<file path="src/rtl/core/wsg_pkg.sv">
// Shared types, codes and sine table math for the waveform sample generator.
`timescale 1ns / 1ps
`default_nettype none

package wsg_pkg;

  // Fixed field widths
  localparam int unsigned IDX_W   = 7;
  localparam int unsigned VAL_W   = 16;
  localparam int unsigned AMP_W   = 16;
  localparam int unsigned DUTY_W  = 7;
  localparam int unsigned TICK_W  = 16;
  localparam int unsigned LFSR_W  = 31;
  localparam int unsigned NOISE_W = 15;
  localparam int unsigned SINE_W  = 16;
  localparam int unsigned CFG_W   = 31;
  localparam int unsigned REGI_W  = 3;

  // Sine constants: cycles per period, DC offset, pi/2 in Q30
  localparam int unsigned     SINE_CYCLES = 99;
  localparam int unsigned     SINE_OFFSET = 2047;
  localparam longint unsigned HALF_PI_Q30 = 64'd1686629713;

  // Queue between front and back
  localparam int unsigned QUEUE_DEPTH = 2;
  localparam int unsigned QPTR_W      = $clog2(QUEUE_DEPTH);

  typedef enum logic [2:0] {
    WAVE_RECT  = 3'd0,
    WAVE_SINE  = 3'd1,
    WAVE_SAW   = 3'd2,
    WAVE_TRI   = 3'd3,
    WAVE_NOISE = 3'd4
  } wave_e;

  typedef enum logic [REGI_W-1:0] {
    REG_WAVE_KIND  = 3'd0,
    REG_AMPLITUDE  = 3'd1,
    REG_DUTY       = 3'd2,
    REG_RELOAD     = 3'd3,
    REG_NOISE_SEED = 3'd4,
    REG_RUN_ENABLE = 3'd5
  } reg_index_e;

  typedef struct packed {
    logic [2:0]        wave_kind;
    logic [AMP_W-1:0]  amplitude;
    logic [DUTY_W-1:0] duty_entries;
    logic [TICK_W-1:0] reload;
    logic [LFSR_W-1:0] noise_seed;
    logic              run_enable;
  } cfg_t;

  // One sample job handed from front to back
  typedef struct packed {
    logic [IDX_W-1:0]         index;
    logic signed [SINE_W-1:0] sine;
    logic [NOISE_W-1:0]       noise;
  } job_t;

  // Magnitude of sin(x) in Q1.15, x in Q30 within the first quadrant
  function automatic logic [15:0] sin_q15_mag(input logic [63:0] x);
    logic [63:0] x2;
    logic [63:0] s;
    logic [63:0] term;
    logic [63:0] q;
    x2   = (x * x) >> 30;
    s    = x;
    term = ((x * x2) >> 30) / 64'd6;
    s    = s - term;
    term = ((term * x2) >> 30) / 64'd20;
    s    = s + term;
    term = ((term * x2) >> 30) / 64'd42;
    s    = s - term;
    term = ((term * x2) >> 30) / 64'd72;
    s    = s + term;
    term = ((term * x2) >> 30) / 64'd110;
    s    = s - term;
    q    = (s + 64'd16384) >> 15;
    if (q > 64'd32767) begin
      q = 64'd32767;
    end
    return q[15:0];
  endfunction

endpackage

`default_nettype wire

</file>
<file path="src/rtl/core/waveform_sample_generator.sv">
// Top level of the waveform sample generator: config registers, front, queue, back.
//
//   channel  direction  handshake                 word
//   in       input      in_valid_i / in_ready_o   restart_i
//   out      output     out_valid_o / out_ready_i sample_value_o, sample_index_o
//   cfg      input      cfg_we_i                  cfg_index_i, cfg_data_i
//
// Ticks that make no sample stream at one per cycle while the queue is not full.
// A sample tick issues a job to a two-word queue; the back end passes rectangle,
// sine, sawtooth, triangle and zero-amplitude noise jobs through its idle and finish
// states, and other noise jobs through a 15-step remainder as well.
// in_ready_o drops only while the queue is full; out_valid_o holds until out_ready_i.
// Reset clears counters, queue and output; no clearing pass is needed.
`timescale 1ns / 1ps
`default_nettype none

module waveform_sample_generator #(
  parameter int unsigned SAMPLES_PER_PERIOD = 100
) (
  input  wire logic                          clk_i,
  input  wire logic                          rst_ni,
  input  wire logic                          cfg_we_i,
  input  wire logic [wsg_pkg::REGI_W-1:0]    cfg_index_i,
  input  wire logic [wsg_pkg::CFG_W-1:0]     cfg_data_i,
  input  wire logic                          in_valid_i,
  output logic                               in_ready_o,
  input  wire logic                          restart_i,
  output logic                               out_valid_o,
  input  wire logic                          out_ready_i,
  output logic [wsg_pkg::VAL_W-1:0]          sample_value_o,
  output logic [wsg_pkg::IDX_W-1:0]          sample_index_o
);
  import wsg_pkg::*;

  cfg_t cfg_q;
  logic queue_full;
  logic push;
  job_t push_job;
  logic job_valid;
  logic job_pop;
  job_t job;

  // Write configuration registers
  always_ff @(posedge clk_i or negedge rst_ni) begin
    if (!rst_ni) begin
      cfg_q.wave_kind    <= WAVE_RECT;
      cfg_q.amplitude    <= '0;
      cfg_q.duty_entries <= DUTY_W'(50);
      cfg_q.reload       <= '1;
      cfg_q.noise_seed   <= LFSR_W'(1);
      cfg_q.run_enable   <= 1'b0;
    end else if (cfg_we_i) begin
      case (cfg_index_i)
        REG_WAVE_KIND:  cfg_q.wave_kind    <= cfg_data_i[2:0];
        REG_AMPLITUDE:  cfg_q.amplitude    <= cfg_data_i[AMP_W-1:0];
        REG_DUTY:       cfg_q.duty_entries <= cfg_data_i[DUTY_W-1:0];
        REG_RELOAD:     cfg_q.reload       <= cfg_data_i[TICK_W-1:0];
        REG_NOISE_SEED: cfg_q.noise_seed   <= cfg_data_i[LFSR_W-1:0];
        REG_RUN_ENABLE: cfg_q.run_enable   <= cfg_data_i[0];
        default: ;
      endcase
    end
  end

  wsg_front #(
    .SAMPLES_PER_PERIOD(SAMPLES_PER_PERIOD)
  ) u_front (
    .clk_i        (clk_i),
    .rst_ni       (rst_ni),
    .cfg_i        (cfg_q),
    .in_valid_i   (in_valid_i),
    .in_ready_o   (in_ready_o),
    .restart_i    (restart_i),
    .queue_full_i (queue_full),
    .push_o       (push),
    .job_o        (push_job)
  );

  wsg_fifo u_fifo (
    .clk_i      (clk_i),
    .rst_ni     (rst_ni),
    .push_i     (push),
    .push_job_i (push_job),
    .full_o     (queue_full),
    .valid_o    (job_valid),
    .pop_i      (job_pop),
    .pop_job_o  (job)
  );

  wsg_back #(
    .SAMPLES_PER_PERIOD(SAMPLES_PER_PERIOD)
  ) u_back (
    .clk_i          (clk_i),
    .rst_ni         (rst_ni),
    .cfg_i          (cfg_q),
    .job_valid_i    (job_valid),
    .job_i          (job),
    .job_pop_o      (job_pop),
    .out_valid_o    (out_valid_o),
    .out_ready_i    (out_ready_i),
    .sample_value_o (sample_value_o),
    .sample_index_o (sample_index_o)
  );

endmodule

`default_nettype wire

</file>
<file path="src/rtl/core/wsg_front.sv">
// Front end: tick counter, phase index, sine phase, noise LFSR and job issue.
`timescale 1ns / 1ps
`default_nettype none

module wsg_front #(
  parameter int unsigned SAMPLES_PER_PERIOD = 100
) (
  input  wire logic                         clk_i,
  input  wire logic                         rst_ni,
  input  wire wsg_pkg::cfg_t                cfg_i,
  input  wire logic                         in_valid_i,
  output logic                              in_ready_o,
  input  wire logic                         restart_i,
  input  wire logic                         queue_full_i,
  output logic                              push_o,
  output wsg_pkg::job_t                     job_o
);
  import wsg_pkg::*;

  localparam int unsigned N  = SAMPLES_PER_PERIOD;
  localparam int unsigned KW = $clog2(N);
  localparam logic [KW:0] SINE_STEP = (KW+1)'(SINE_CYCLES % N);
  localparam logic [KW:0] N_K       = (KW+1)'(N);
  localparam logic [IDX_W:0] N_I    = (IDX_W+1)'(N);

  logic signed [SINE_W-1:0] sine_tab [N];

  // Build the sine table at elaboration, one entry per phase step
  for (genvar g = 0; g < N; g++) begin : g_sine
    localparam longint unsigned T0 = 64'(4 * g);
    localparam bit              NEG = (T0 >= 64'(2 * N));
    localparam longint unsigned T1 = NEG ? (T0 - 64'(2 * N)) : T0;
    localparam longint unsigned T2 = (T1 > 64'(N)) ? (64'(2 * N) - T1) : T1;
    localparam longint unsigned XA = (T2 * HALF_PI_Q30) / 64'(N);
    localparam logic [15:0]     MAG = sin_q15_mag(XA);
    localparam logic signed [SINE_W-1:0] VAL = NEG ? -$signed(MAG) : $signed(MAG);
    assign sine_tab[g] = VAL;
  end

  logic [TICK_W-1:0] tick_q, tick_d;
  logic [IDX_W-1:0]  phase_q, phase_d;
  logic [KW-1:0]     k_q, k_d;
  logic [LFSR_W-1:0] lfsr_q, lfsr_d;

  logic [TICK_W-1:0] tc;
  logic [IDX_W-1:0]  ph;
  logic [KW-1:0]     kc;
  logic [LFSR_W-1:0] lfsr_base;
  logic [KW:0]       k_sum;
  logic              accept;

  assign in_ready_o = !queue_full_i;
  assign accept     = in_valid_i && in_ready_o;

  // Apply restart, count ticks, and issue a job on reload
  always_comb begin
    tc        = restart_i ? '0 : tick_q;
    ph        = restart_i ? '0 : phase_q;
    kc        = restart_i ? '0 : k_q;
    tick_d    = tick_q;
    phase_d   = phase_q;
    k_d       = k_q;
    lfsr_d    = lfsr_q;
    push_o    = 1'b0;
    k_sum     = {1'b0, kc} + SINE_STEP;
    lfsr_base = lfsr_q;
    if (ph == '0) begin
      lfsr_base = (cfg_i.noise_seed != '0) ? cfg_i.noise_seed : LFSR_W'(1);
    end
    if (accept) begin
      tick_d  = tc;
      phase_d = ph;
      k_d     = kc;
      if (cfg_i.run_enable) begin
        if (tc < cfg_i.reload) begin
          tick_d = tc + TICK_W'(1);
        end else begin
          tick_d = '0;
          push_o = 1'b1;
          lfsr_d = {lfsr_base[LFSR_W-2:0], lfsr_base[30] ^ lfsr_base[27]};
          if (({1'b0, ph} + (IDX_W+1)'(1)) >= N_I) begin
            phase_d = '0;
            k_d     = '0;
          end else begin
            phase_d = ph + IDX_W'(1);
            k_d     = (k_sum >= N_K) ? KW'(k_sum - N_K) : k_sum[KW-1:0];
          end
        end
      end
    end
    job_o.index = ph;
    job_o.sine  = sine_tab[kc];
    job_o.noise = lfsr_d[LFSR_W-1:LFSR_W-NOISE_W];
  end

  always_ff @(posedge clk_i or negedge rst_ni) begin
    if (!rst_ni) begin
      tick_q  <= '0;
      phase_q <= '0;
      k_q     <= '0;
      lfsr_q  <= LFSR_W'(1);
    end else begin
      tick_q  <= tick_d;
      phase_q <= phase_d;
      k_q     <= k_d;
      lfsr_q  <= lfsr_d;
    end
  end

`ifndef NO_ASSERTIONS
  a_phase_range : assert property (@(posedge clk_i) disable iff (!rst_ni)
    {1'b0, phase_q} < N_I)
    else $error("phase index out of range");

  a_sine_phase_range : assert property (@(posedge clk_i) disable iff (!rst_ni)
    {1'b0, k_q} < N_K)
    else $error("sine phase out of range");

  a_phase_aligned : assert property (@(posedge clk_i) disable iff (!rst_ni)
    (phase_q == '0) |-> (k_q == '0))
    else $error("sine phase not zero at period start");
`endif

endmodule

`default_nettype wire

</file>
<file path="src/rtl/core/wsg_fifo.sv">
// Short job queue between front and back.
`timescale 1ns / 1ps
`default_nettype none

module wsg_fifo (
  input  wire logic          clk_i,
  input  wire logic          rst_ni,
  input  wire logic          push_i,
  input  wire wsg_pkg::job_t push_job_i,
  output logic               full_o,
  output logic               valid_o,
  input  wire logic          pop_i,
  output wsg_pkg::job_t      pop_job_o
);
  import wsg_pkg::*;

  job_t              mem_q [QUEUE_DEPTH];
  logic [QPTR_W-1:0] wr_ptr_q;
  logic [QPTR_W-1:0] rd_ptr_q;
  logic [QPTR_W:0]   count_q;
  logic              do_push;
  logic              do_pop;

  assign full_o    = (count_q == (QPTR_W+1)'(QUEUE_DEPTH));
  assign valid_o   = (count_q != '0);
  assign do_push   = push_i && !full_o;
  assign do_pop    = pop_i && valid_o;
  assign pop_job_o = mem_q[rd_ptr_q];

  // Store words
  always_ff @(posedge clk_i) begin
    if (do_push) begin
      mem_q[wr_ptr_q] <= push_job_i;
    end
  end

  // Advance pointers and fill count
  always_ff @(posedge clk_i or negedge rst_ni) begin
    if (!rst_ni) begin
      wr_ptr_q <= '0;
      rd_ptr_q <= '0;
      count_q  <= '0;
    end else begin
      if (do_push) begin
        wr_ptr_q <= wr_ptr_q + QPTR_W'(1);
      end
      if (do_pop) begin
        rd_ptr_q <= rd_ptr_q + QPTR_W'(1);
      end
      if (do_push && !do_pop) begin
        count_q <= count_q + (QPTR_W+1)'(1);
      end else if (do_pop && !do_push) begin
        count_q <= count_q - (QPTR_W+1)'(1);
      end
    end
  end

`ifndef NO_ASSERTIONS
  a_no_overflow : assert property (@(posedge clk_i) disable iff (!rst_ni)
    count_q <= (QPTR_W+1)'(QUEUE_DEPTH))
    else $error("queue count above depth");

  a_ptr_track : assert property (@(posedge clk_i) disable iff (!rst_ni)
    (count_q == '0) |-> (wr_ptr_q == rd_ptr_q))
    else $error("queue pointers disagree with empty count");

  a_push_dropped : assert property (@(posedge clk_i) disable iff (!rst_ni)
    push_i |-> !full_o)
    else $error("push into full queue");
`endif

endmodule

`default_nettype wire

</file>
<file path="src/rtl/core/wsg_back.sv">
// Back end: wave arithmetic, noise remainder unit and output register.
`timescale 1ns / 1ps
`default_nettype none

module wsg_back #(
  parameter int unsigned SAMPLES_PER_PERIOD = 100
) (
  input  wire logic                         clk_i,
  input  wire logic                         rst_ni,
  input  wire wsg_pkg::cfg_t                cfg_i,
  input  wire logic                         job_valid_i,
  input  wire wsg_pkg::job_t                job_i,
  output logic                              job_pop_o,
  output logic                              out_valid_o,
  input  wire logic                         out_ready_i,
  output logic [wsg_pkg::VAL_W-1:0]         sample_value_o,
  output logic [wsg_pkg::IDX_W-1:0]         sample_index_o
);
  import wsg_pkg::*;

  localparam int unsigned N = SAMPLES_PER_PERIOD;
  localparam logic [IDX_W:0] N_I  = (IDX_W+1)'(N);
  localparam logic [IDX_W-1:0] HALF = IDX_W'(N / 2);
  localparam int unsigned OP_W   = SINE_W + 1;
  localparam int unsigned PROD_W = 2 * OP_W;
  localparam int unsigned NUM_W  = PROD_W + 1;
  localparam logic signed [NUM_W-1:0] SINE_BIAS = NUM_W'(SINE_OFFSET * 32768);
  localparam logic [3:0] DIV_LAST = 4'(NOISE_W - 1);

  typedef enum logic [1:0] {
    ST_IDLE,
    ST_DIV,
    ST_FINISH
  } state_e;

  state_e                    state_q;
  logic [IDX_W-1:0]          index_q;
  logic signed [PROD_W-1:0]  prod_q;
  logic [AMP_W-1:0]          rem_q;
  logic [NOISE_W-1:0]        dvd_q;
  logic [3:0]                cnt_q;
  logic                      out_valid_q;
  logic [VAL_W-1:0]          out_value_q;
  logic [IDX_W-1:0]          out_index_q;

  logic [IDX_W-1:0]          tri_dist;
  logic signed [OP_W-1:0]    op;
  logic signed [PROD_W-1:0]  prod;
  logic [AMP_W:0]            rem_shift;
  logic [AMP_W-1:0]          rem_next;
  logic [IDX_W:0]            duty_lim;
  logic signed [NUM_W-1:0]   num;
  logic [VAL_W-1:0]          value;
  logic                      out_free;

  assign out_free       = !out_valid_q || out_ready_i;
  assign job_pop_o      = (state_q == ST_IDLE) && job_valid_i;
  assign out_valid_o    = out_valid_q;
  assign sample_value_o = out_value_q;
  assign sample_index_o = out_index_q;

  // Pick the multiplier operand for the job being popped
  always_comb begin
    tri_dist = (job_i.index > HALF) ? (job_i.index - HALF) : (HALF - job_i.index);
    case (cfg_i.wave_kind)
      WAVE_SINE: op = OP_W'(job_i.sine);
      WAVE_SAW:  op = $signed({{(OP_W-IDX_W){1'b0}}, job_i.index});
      WAVE_TRI:  op = $signed({{(OP_W-IDX_W){1'b0}}, tri_dist});
      default:   op = '0;
    endcase
    prod = op * $signed({1'b0, cfg_i.amplitude});
  end

  // One restoring step of the noise remainder
  always_comb begin
    rem_shift = {rem_q, dvd_q[NOISE_W-1]};
    if (rem_shift >= {1'b0, cfg_i.amplitude}) begin
      rem_next = AMP_W'(rem_shift - {1'b0, cfg_i.amplitude});
    end else begin
      rem_next = rem_shift[AMP_W-1:0];
    end
  end

  // Form the final sample from the registered product or remainder
  always_comb begin
    duty_lim = ({1'b0, cfg_i.duty_entries} > N_I) ? N_I : {1'b0, cfg_i.duty_entries};
    num      = SINE_BIAS + NUM_W'(prod_q);
    case (cfg_i.wave_kind)
      WAVE_RECT: value = ({1'b0, index_q} < duty_lim) ? cfg_i.amplitude : '0;
      WAVE_SINE: begin
        if (num[NUM_W-1]) begin
          value = '0;
        end else if (num[NUM_W-1:15] > (NUM_W-15)'(16'hFFFF)) begin
          value = '1;
        end else begin
          value = num[15+VAL_W-1:15];
        end
      end
      WAVE_SAW:   value = prod_q[VAL_W-1:0];
      WAVE_TRI:   value = prod_q[VAL_W-1:0];
      WAVE_NOISE: value = rem_q;
      default:    value = '0;
    endcase
  end

  // Sequence each job and hold the result until it is taken
  always_ff @(posedge clk_i or negedge rst_ni) begin
    if (!rst_ni) begin
      state_q     <= ST_IDLE;
      index_q     <= '0;
      prod_q      <= '0;
      rem_q       <= '0;
      dvd_q       <= '0;
      cnt_q       <= '0;
      out_valid_q <= 1'b0;
      out_value_q <= '0;
      out_index_q <= '0;
    end else begin
      // Load a finished sample, or drop the word that was taken
      if ((state_q == ST_FINISH) && out_free) begin
        out_valid_q <= 1'b1;
      end else if (out_valid_q && out_ready_i) begin
        out_valid_q <= 1'b0;
      end
      case (state_q)
        ST_IDLE: begin
          if (job_valid_i) begin
            index_q <= job_i.index;
            prod_q  <= prod;
            rem_q   <= '0;
            dvd_q   <= job_i.noise;
            cnt_q   <= DIV_LAST;
            if ((cfg_i.wave_kind == WAVE_NOISE) && (cfg_i.amplitude != '0)) begin
              state_q <= ST_DIV;
            end else begin
              state_q <= ST_FINISH;
            end
          end
        end
        ST_DIV: begin
          rem_q <= rem_next;
          dvd_q <= {dvd_q[NOISE_W-2:0], 1'b0};
          cnt_q <= cnt_q - 4'd1;
          if (cnt_q == '0) begin
            state_q <= ST_FINISH;
          end
        end
        ST_FINISH: begin
          if (out_free) begin
            out_value_q <= value;
            out_index_q <= index_q;
            state_q     <= ST_IDLE;
          end
        end
        default: state_q <= ST_IDLE;
      endcase
    end
  end

`ifndef NO_ASSERTIONS
  a_rem_below_modulus : assert property (@(posedge clk_i) disable iff (!rst_ni)
    (state_q == ST_DIV) |-> (rem_q < cfg_i.amplitude))
    else $error("noise remainder not below amplitude");

  a_index_range : assert property (@(posedge clk_i) disable iff (!rst_ni)
    out_valid_q |-> ({1'b0, out_index_q} < N_I))
    else $error("sample index out of range");

  a_finish_drains : assert property (@(posedge clk_i) disable iff (!rst_ni)
    ((state_q == ST_FINISH) && out_free) |=> (out_valid_q && (state_q == ST_IDLE)))
    else $error("finished sample not loaded into output");

  a_div_only_noise : assert property (@(posedge clk_i) disable iff (!rst_ni)
    (state_q == ST_DIV) |-> (cfg_i.wave_kind == WAVE_NOISE))
    else $error("remainder unit busy for a non-noise wave");
`endif

endmodule

`default_nettype wire
</file>
<file path="config.mk">
export PLATFORM = sky130hd
export DESIGN_NAME = waveform_sample_generator
export DESIGN_NICKNAME = d
export VERILOG_FILES = /design/src/rtl/core/wsg_pkg.sv /design/src/rtl/core/waveform_sample_generator.sv /design/src/rtl/core/wsg_front.sv /design/src/rtl/core/wsg_fifo.sv /design/src/rtl/core/wsg_back.sv
export SDC_FILE = /design/constraint.sdc
export NUM_CORES = 2
export LEC_CHECK = 0
export BUFFER_PORTS_ARGS = -buffer_cell sky130_fd_sc_hd__buf_2
export CORE_AREA = 5 5 228 230
export DETAILED_ROUTE_END_ITERATION = 6
export DIE_AREA = 0 0 233 235
export GPL_TIMING_DRIVEN = 0
export PLACE_DENSITY = 0.77
export SETUP_SLACK_MARGIN = 0.3
export SYNTH_ARGS = -nofsm -noshare
export SYNTH_HDL_FRONTEND = slang
export SYNTH_HIERARCHICAL = 1
export SYNTH_SLANG_ARGS = --single-unit
</file>
<file path="constraint.sdc">
create_clock -name clk_i -period 7.7 [get_ports clk_i]
set_input_delay 0.77 -clock clk_i [delete_from_list [all_inputs] [get_ports clk_i]]
set_output_delay 0.77 -clock clk_i [all_outputs]
set_load 0.005 [all_outputs]
</file>
==> results.md <==
* Internal Power at 7.03 mW
* Core area at 0.0497 mm^2
* Worst slew pin tran at 1.21 ns
* CP max FO at 6
* Clk_lat worst skew at 0.56 ns
* CP required at 8.15 ns
* Failing checks: negative setup slack
* Buf/Inv on CP at 8
* Root Driver: clkbuf_16
* Clk buf depth at 3
* Setup slack after layout at -0.404 ns
* Most common cell after layout, fill and taps aside: inv_1
* Leakage at 15.0 nW
* Syn Nets at 3514
* Fin. Hold Viols at 0
* First-pass GRT wire length at 149000 um
* Starting density of the core at 58.1%
* Post-synth EDFFs at 76
* CTS tree: yes
* Fmax at 123 MHz
* WL final at 98400 um
* Final Critical Period at 8.10 ns
* GRT Overall Usage at 35.4%
* Switching fraction of total power at 48.0%
* # nets final at 3696
* Ys flop type: dfrtp_1
* Critical path depth in cells at 33
* Clock Sinks at 317
* Vias post-DR at 24834
* Synth Warn # at 6
* DRC viols at 0
* Part of the power in the clock network at 12.7%
* Via density at 6.30
* # Max-Cap Violations at 0
* Mapped cell area at 0.0289 mm^2
* Reg power frac at 17.8%
* Hold Path Cell Cnt at 2
* Share of cells above drive strength 1 at 18.6%
* Fillcell total at 3818
* Crit Path Category: reg -> reg
* Die width at 233 um
* Pin count of the biggest net entering global routing at 119
* # rows at 82
* Synth Instances at 3056
* Hold WC Path Type: in -> reg
* GRT overflow at 0
* Final setup viols at 16
* Final worst path period share at 105%
* NetSw at 6.50 mW
* HPWL Detailed at 74100 um
* Die area at 0.0548 mm^2
* Number of routed nets with antenna violations at 0
* Max-slew violations at 0
* Critical path endpoint category: register
* Clock-pin slew on the worst setup and hold paths at 0.06 ns
* Routability cong. at 1.01
* Area Overhead vs Synth at 14.4%
* Crit-path most repeated cell: fa_1
* R2R cell count at 33
* CP Launch Type: register
* Power Dens Cells at 410 mW/mm^2
* Die Span Y at 235 um
* RSZ-0062 raised after global routing: yes
* CP peak stage delay at 0.54 ns
* Pwr Total at 13.5 mW
* Initial DRC Count at 2679
* CP delay by family, top: adder cells
* Worst slew margin at 17.1%
* Synth unique cells at 101
* Slowest cell on crit path: fa_1
* Antenna violations before repair at 0
* Post-route cell area at 0.0330 mm^2
* Most frequent cells in the layout: inv_1, nand2_1, fa_1, dfrtp_1, a21oi_1
* Sequential share of the synthesized area at 28.9%
* I/O pin count at 65
* Number of global-route vias before repair at 25464
* TritonCTS Buffers at 37
* Syn_area_per_cell at 9.45 um^2
* CTS H-Tree Depth at 2
* Final Core Density at 66.5%
* Logic pwr share at 69.5%
* Input/output buffers at 63
* Crit path DAT at 8.56 ns
* Post-synthesis register bit count at 317
* Fraction of registers with async set/reset at 76.0%
* Final hold slack at 0.441 ns
* Outcome: finished, violations left
* Post-DP Area at 0.0303 mm^2
* Skew final at 0.0206 ns
* Peak VDD IR at 0.401 mV
* Mean routed wirelength per cell at 25.0 um
* First-pass DRT Iterations at 7
stage by stage:
step / worst slack (ns) / instances / setup TNS (ns)
5_1_grt: -0.653 / 3938 / -7.79
4_1_cts: -0.229 / 3916 / -1.40
3_3_place_gp: -1.25 / 3791 / -13.40
3_5_place_dp: -1.39 / 3794 / -16.26
6_report: -0.404 / 3939 / -4.36
2_1_floorplan: 0.108 / 3056 / 0
power groups by stage:
stage / sequential, mW / clock [mW] / combinational (mW)
floorplan: 2.29 / 0 / 5.20
global placement: 2.41 / 0 / 7.00
detailed placement: 2.42 / 0 / 7.18
CTS: 2.40 / 1.75 / 8.36
global route: 2.43 / 1.81 / 10.1
finish: 2.41 / 1.72 / 9.39
worst register-to-register path, delay by kind of cell, from the launching register on:
| kind | cells | cell delay [ns] |
|---|---|---|
| adders and majority gates | 8 | 3.45 |
| DFF | 1 | 0.39 |
| muxes | 2 | 0.67 |
| AOI/OAI and AO/OA | 10 | 2.12 |
| and+or+nand+nor | 5 | 0.53 |
| buffers and inverters | 8 | 0.82 |
flip-flops by register name, summed over array words and instances (netlist names), 4 cells and up:
name / cells
cfg_q: 74
u_back/cnt_q: 4
u_back/dvd_q: 15
u_back/index_q: 7
u_back/prod_q: 34
u_back/rem_q: 16
u_back/sample_index_o: 7
u_back/sample_value_o: 16
u_fifo/mem_q: 76
u_front/k_q: 7
u_front/lfsr_q: 31
u_front/phase_q: 7
u_front/tick_q: 16
metal layers:
metal	wire length, um	GRT usage (%)	vias up
met5	0	0	-
met4	8420	23.7	0
met3	8090	5.72	391
met2	46000	57.0	1443
met1	36000	43.9	12296
li1	-	-	10704
final cells by class:
| class | instances | area [um^2] | share of cell area [%] |
|---|---|---|---|
| diodes | 1 | 2.50 | 0.00758 |
| plain buffers | 182 | 952 | 2.88 |
| repair buffers | 143 | 1100 | 3.32 |
| flip-flops and latches | 317 | 8340 | 25.3 |
| multi-input cells | 2123 | 19000 | 57.4 |
| clock inverters | 15 | 135 | 0.409 |
| clock buffers | 52 | 1050 | 3.17 |
| inverters | 434 | 1640 | 4.96 |
| well taps | 672 | 841 | 2.55 |
cell usage after synthesis (25+ instances only):
| master | instances | share of area, % |
|---|---|---|
| nor2_1 | 110 | 1.4 |
| mux2i_1 | 52 | 1.8 |
| dfrtp_1 | 220 | 19 |
| nand2_1 | 380 | 4.9 |
| o21ai_0 | 137 | 2.4 |
| and2_1 | 56 | 1.2 |
| mux2_2 | 102 | 4.0 |
| nand3_1 | 50 | 0.87 |
| a22oi_1 | 31 | 0.81 |
| nand4_1 | 29 | 0.63 |
| ha_1 | 148 | 6.4 |
| clkbuf_1 | 116 | 1.5 |
| edfxtp_1 | 76 | 7.9 |
| o211ai_1 | 25 | 0.65 |
| nor3_1 | 42 | 0.73 |
| xor2_1 | 27 | 0.82 |
| a21oi_1 | 146 | 2.5 |
| fa_1 | 270 | 19 |
| xnor2_1 | 44 | 1.3 |
| nor2b_1 | 46 | 1.0 |
| inv_1 | 432 | 5.6 |
| and3_1 | 66 | 1.4 |
| buf_2 | 32 | 0.55 |
what timing repair did:
action / CTS / global route
hold endpoints to repair: 12 / 0
gates cloned: 0 / 0
buffers inserted: 54 / 22
hold buffers: 1 / 0
setup endpoints to repair: 24 / 24
pin swaps: 103 / 47
gates resized for setup: 132 / 96
path summary, 6_finish.rpt:
kind / slack [ns] / start / endpoint
min in group asynchronous: 0.61 / rst_ni / cfg_q[18]
max reg2reg: -0.40 / u_fifo/rd_ptr_q / u_back/prod_q[28]
min: 0.44 / cfg_data_i[24] / cfg_q[25]
max: -0.40 / u_fifo/rd_ptr_q / u_back/prod_q[28]
min reg2reg: 0.48 / u_back/dvd_q[12] / u_back/dvd_q[12]
max in group asynchronous: 6.24 / rst_ni / u_back/sample_value_o[12]
kinds of logic after synthesis:
group | count (synthesis) | synth area share (%)
AND/OR/NAND/NOR | 873 | 14.9
buffers and inverters | 616 | 8.63
AO/OA/AOI/OAI | 583 | 13.2
adder cells (fa/ha/maj) | 418 | 25.1
flip-flops | 317 | 28.9
multiplexers | 178 | 7.06
XOR/XNOR | 71 | 2.15
(Power assumes the default switching activity.)
